--- src/hw/rtl/lfc_mul.sv ---
// Two-stage signed multiplier built from four half-width partial products.
// Standalone; used by the crossing top level.
module lfc_mul #(
  parameter int unsigned WA = 32,
  parameter int unsigned WB = 32
) (
  input  logic                    clk_i,
  input  logic                    en_i,
  input  logic signed [WA-1:0]    a_i,
  input  logic signed [WB-1:0]    b_i,
  output logic signed [WA+WB-1:0] p_o
);
  localparam int unsigned LA = WA / 2;
  localparam int unsigned LB = WB / 2;
  localparam int unsigned HA = WA - LA;
  localparam int unsigned HB = WB - LB;
  localparam int unsigned WP = WA + WB;

  logic signed [HA+HB-1:0]   hh_d, hh_q;
  logic signed [HA+LB:0]     hl_d, hl_q;
  logic signed [LA+HB:0]     lh_d, lh_q;
  logic signed [LA+LB+1:0]   ll_d, ll_q;
  logic signed [WP-1:0]      p_d, p_q;

  always_comb begin
    hh_d = $signed(a_i[WA-1:LA]) * $signed(b_i[WB-1:LB]);
    hl_d = $signed(a_i[WA-1:LA]) * $signed({1'b0, b_i[LB-1:0]});
    lh_d = $signed({1'b0, a_i[LA-1:0]}) * $signed(b_i[WB-1:LB]);
    ll_d = $signed({1'b0, a_i[LA-1:0]}) * $signed({1'b0, b_i[LB-1:0]});
    p_d  = (WP'(hh_q) <<< (LA + LB)) + (WP'(hl_q) <<< LA)
         + (WP'(lh_q) <<< LB) + WP'(ll_q);
  end

  always_ff @(posedge clk_i) begin
    if (en_i) begin
      hh_q <= hh_d;
      hl_q <= hl_d;
      lh_q <= lh_d;
      ll_q <= ll_d;
      p_q  <= p_d;
    end
  end

  assign p_o = p_q;
endmodule

--- config.mk ---
export PLATFORM = sky130hd
export DESIGN_NAME = lfc_mul
export DESIGN_NICKNAME = d
export VERILOG_FILES = /design/src/hw/rtl/lfc_mul.sv
export SDC_FILE = /design/constraint.sdc
export NUM_CORES = 2
export LEC_CHECK = 0
export ABC_AREA = 1
export CAP_MARGIN = 30
export CORE_AREA = 2 2 278 307
export DETAILED_ROUTE_END_ITERATION = 10
export DIE_AREA = 0 0 280 309
export DONT_BUFFER_PORTS = 1
export PLACE_DENSITY = 0.75
export SYNTH_ARGS = -nofsm -noshare
export SYNTH_HDL_FRONTEND = slang
export SYNTH_SLANG_ARGS = --single-unit
export TNS_END_PERCENT = 50
--- constraint.sdc ---
create_clock -name clk_i -period 9.6 [get_ports clk_i]
set_input_delay 1.92 -clock clk_i [delete_from_list [all_inputs] [get_ports clk_i]]
set_output_delay 1.92 -clock clk_i [all_outputs]
set_load 0.02 [all_outputs]
# Word level (Yosys, flattened, before mapping)
# Index checks and enable logic that the tools add are counted.
[classes]
div = 0
shift = 0
addsub = 3
muxes = 0
n_eq_ne = 0
bitwise_logic = 0
order_cmp = 0
n_mul = 4
reduce_logical = 0
[op_table]
columns = ["op", "count"]
rows = [
  ["$add 64x49->64", 2],
  ["$add 64x33->64", 1],
  ["$mul 16x16->32", 2],
  ["$mul 16x17->33", 1],
  ["$mul 17x16->33", 1],
]
[totals]
out_inout_bits = 64
mem_bits_ro = 0
latch_bits = 0
ram_bits = 0
input_bits = 66
mem_count = 0
word_cells = 12
ff_bits = 194

# Depth between registers and ports, before layout
[depth]
ltp_word = 3
ltp_mapped = 28
mapped_depth_nobuf = 26

# Least setup slack after synthesis
# OpenSTA, ideal clock, no wires.
[synth_path]
kind = "input to register"
startpoint = "input a_i[31]"
endpoint = "register hh_q[31] (data pin)"
n_path_buf = 2
stages = 22
arrival_time_ns = 7.024
path_slack_ns = 2.324
setup_ns = 0.252
t_required_ns = 9.348
cell_sequence = "clkbuf_1 -> clkbuf_1 -> nand2_1 -> inv_1 -> fa_1 -> fa_1 -> fa_1 -> fa_1 -> fa_1 -> inv_1 -> fa_1 -> inv_1 -> ha_1 -> nand2_1 -> nor2_1 -> nand2_1 -> nor3b_1 -> nand2_1 -> nand3_1 -> inv_1 -> nand2_1 -> nand2_1"
[synth_between]
elab_chain_cells = 1
[synth_lines]
columns = ["item", "line", "rtl"]
rows = [
  ["start: declaration", "9", "input logic signed [WA-1:0] a_i,"],
  ["$mul 16x16->32", "26", "hh_d = $signed(a_i[WA-1:LA]) * $signed(b_i[WB-1:LB]);"],
  ["net hh_d[31]", "19", "logic signed [HA+HB-1:0] hh_d, hh_q;"],
  ["end signal: assignment", "36", "hh_q <= hh_d;"],
  ["end: declaration", "19", ""],
]
# The timed path passes the listed nets, and every way through them passes these cells.
# A chain may end at the register's enable or synchronous reset.

# Worst setup path after layout
# Same ends and word-level chain as after synthesis.

==> metrics.yaml <==
muxShareOfSynthArea_pct: 0
drtIter0Drc: 2592
hold_buffers: 0
fp.dieW_microns: 280
synth-main-ff-cell: "edfxtp_1"
maxCapViolations: 0
drtAntennaViolNets: 0
gp_congestion: 0.9595
min_from: "ll_q[0]"
period_share_pct: 70.80
grt_usage_pct: 32.45
fin_ws_ns: 2.803
worstMarginPinSlew_ns: 0.9702
fin_tns_setup_ns: 0
crit_end: "hh_q[31]"
vias: 39200
pin_count: 130
synth-simple-area-share_pct: 19.78
status: "finished clean"
wirelength_microns: 133000
num_rows: 111
cts_buffers: 17
worstSetupStartpointType: "input port"
drc_errors: 0
via_per_inst: 5.320
path_cells: "nand2_1 > inv_1 > fa_1 > fa_1 > fa_1 > fa_1 > fa_1 > inv_1 > fa_1 > inv_1 > ha_1 > nand2_1 > nor2_1 > nand2_1 > nor3b_1 > nand2_1 > nand3_1 > inv_1 > nand2_1 > nand2_1"
ys_ff_latch: 194
final.min_clock_period_ns: 6.797
reg2reg_depth: 9
avgSynthCellArea_sq_um: 7.700
die_h_microns: 309
hpwl_microns: 107400
hp-class: "reg2reg"
drive_gt1_share_pct: 2.049
fmax_mhz: 147.1
synth.largest_area_cell: "fa_1"
cts_num_sinks: 194
worst-endpoint-required_ns: 9.87
reg2reg_to: "p_o[55]"
cp-startpoint: "a_i[31]"
grt_max_degree: 195
synth_top_area_share_pct: 35.94
final_common_cell: "inv_1"
max_slew_margin_pct: 35.32
synth-edff-count: 194
cp_slowest_cell: "fa_1"
placed_cell_area_sq_um: 50350
r2r_slack_ns: 5.97
synth-xor-area-share_pct: 1.904
skew_ns: 0.01999
syn_area_sq_um: 49680
synth-warning-count: 0
synth-compound-area-share_pct: 2.924
grt_overflow: 0
hold_violations: 0
synth_fa_ha_area_share_pct: 47.93
antenna_found_initial: 8
design_area_sq_um: 50920
start_util_pct: 59.72
postSynth.asyncResetShare_pct: 0
syn_inst: 6452
cp.arrival_ns: 7.06
use_met1_pct: 41.25
use_met3_pct: 5.279
synth.distinct_cells: 33
endpoint_kind: "flip-flop"
cts_max_level: 4
cts-root-buf: "clkbuf_16"
worstPathMaxFanout: 18
hold_slack_ns: 0.4250
setup_viol: 0
cts.clk_slew.worst_paths_ns: 0.08
first_pass_iters: 6
rsz0062_at_grt: "false"
wl_per_cell_microns: 18.05
synth_nets: 7886
core-area_sq_um: 83190
nFillCells: 7503
post-place-ws_ns: 2.249
post_cts.repair.setup_buffers: 0
dieArea_sq_um: 86520
synth_top_family_by_area: "adder cells"
port_buffers: 0
critPathKind: "in2reg"
slowest_delay_ns: 0.89
globalRouteMet2Util_pct: 55.86
r2r-start: "lh_q[32]"
clk_path_buf_depth: 2
busiest_layer: "met2"
cts_resized: 0
cts_tree: "done"
synthTopCellsByArea: "fa_1 36%, inv_1 14%, nand2_1 14%"
grt_pass1_vias: 42235
maxSlewViolCount: 0
synthToLayoutAreaGrowth_pct: 2.498
clk_latency_ns: 0.51
yosysSeqAreaShare_pct: 11.73
num_antenna_cells: 0
grt_pass1_wl_microns: 218100
layout_common_cells: "1884 x inv_1, 1873 x nand2_1, 892 x fa_1"
nets: 7716
how the worst min path moves through the flow:
stage,cells after the start,to
final,0,p_o[0]
after global routing,0,p_o[6]
after CTS,0,p_o[0]
after detailed placement,0,p_o[0]
after global placement,0,p_o[10]
after floorplan,0,p_o[0]
metrics by stage:
| stage | std cells | util (%) |
|---|---|---|
| global placement | 7335 | 60.49 |
| CTS | 7368 | 61.21 |
| global route | 7368 | 61.21 |
| finish | 7368 | 61.21 |
| detailed placement | 7336 | 60.52 |
| floorplan | 6452 | - |
routing by layer:
metal | vias up | wire length (microns)
li1 | 18302 | -
met1 | 19168 | 53810
met2 | 1409 | 64700
met3 | 311 | 9845
met4 | 10 | 4589
met5 | - | 69
worst max-delay path, delay by kind of cell:
kind / cells / cell delay (ns)
simple gates: 9 / 1.00
buf+inv: 4 / 0.24
fa+ha+maj: 7 / 3.90
registers in the layout, indices dropped and copies added (netlist names):
name	count
hh_q	32
hl_q	33
lh_q	33
ll_q	32
p_o	64
area by class of cell:
cell class / instances / area, sq um / area share, %
Multi-Input combinational cell: 4175 / 36040 / 70.77
Inverter: 1891 / 7098 / 13.94
Sequential cell: 194 / 5826 / 11.44
Tap cell: 1073 / 1343 / 2.636
Clock buffer: 17 / 425.4 / 0.8354
Clock inverter: 15 / 151.4 / 0.2973
Timing Repair Buffer: 3 / 42.54 / 0.08354
cell families after synthesis:
kind of cell | after synthesis
flops | 194
buf+inv | 2083
fa+ha+maj | 1368
simple gates | 2426
xor+xnor | 108
compound gates | 273
Yosys cell counts (all sizes together) (17+ instances only):
cell type and n:
a21oi 156, clkbuf 192, edfxtp 194, fa 892, ha 476, inv 1890, nand2 1895, nand3 152
nand4 61, nor2 244, nor3 38, o21ai 80, o21bai 17, or2 26, xnor2 21, xor2 87
Power is not shown: default switching activity piles up to over one toggle a cycle in this logic, so the estimate is an artifact.
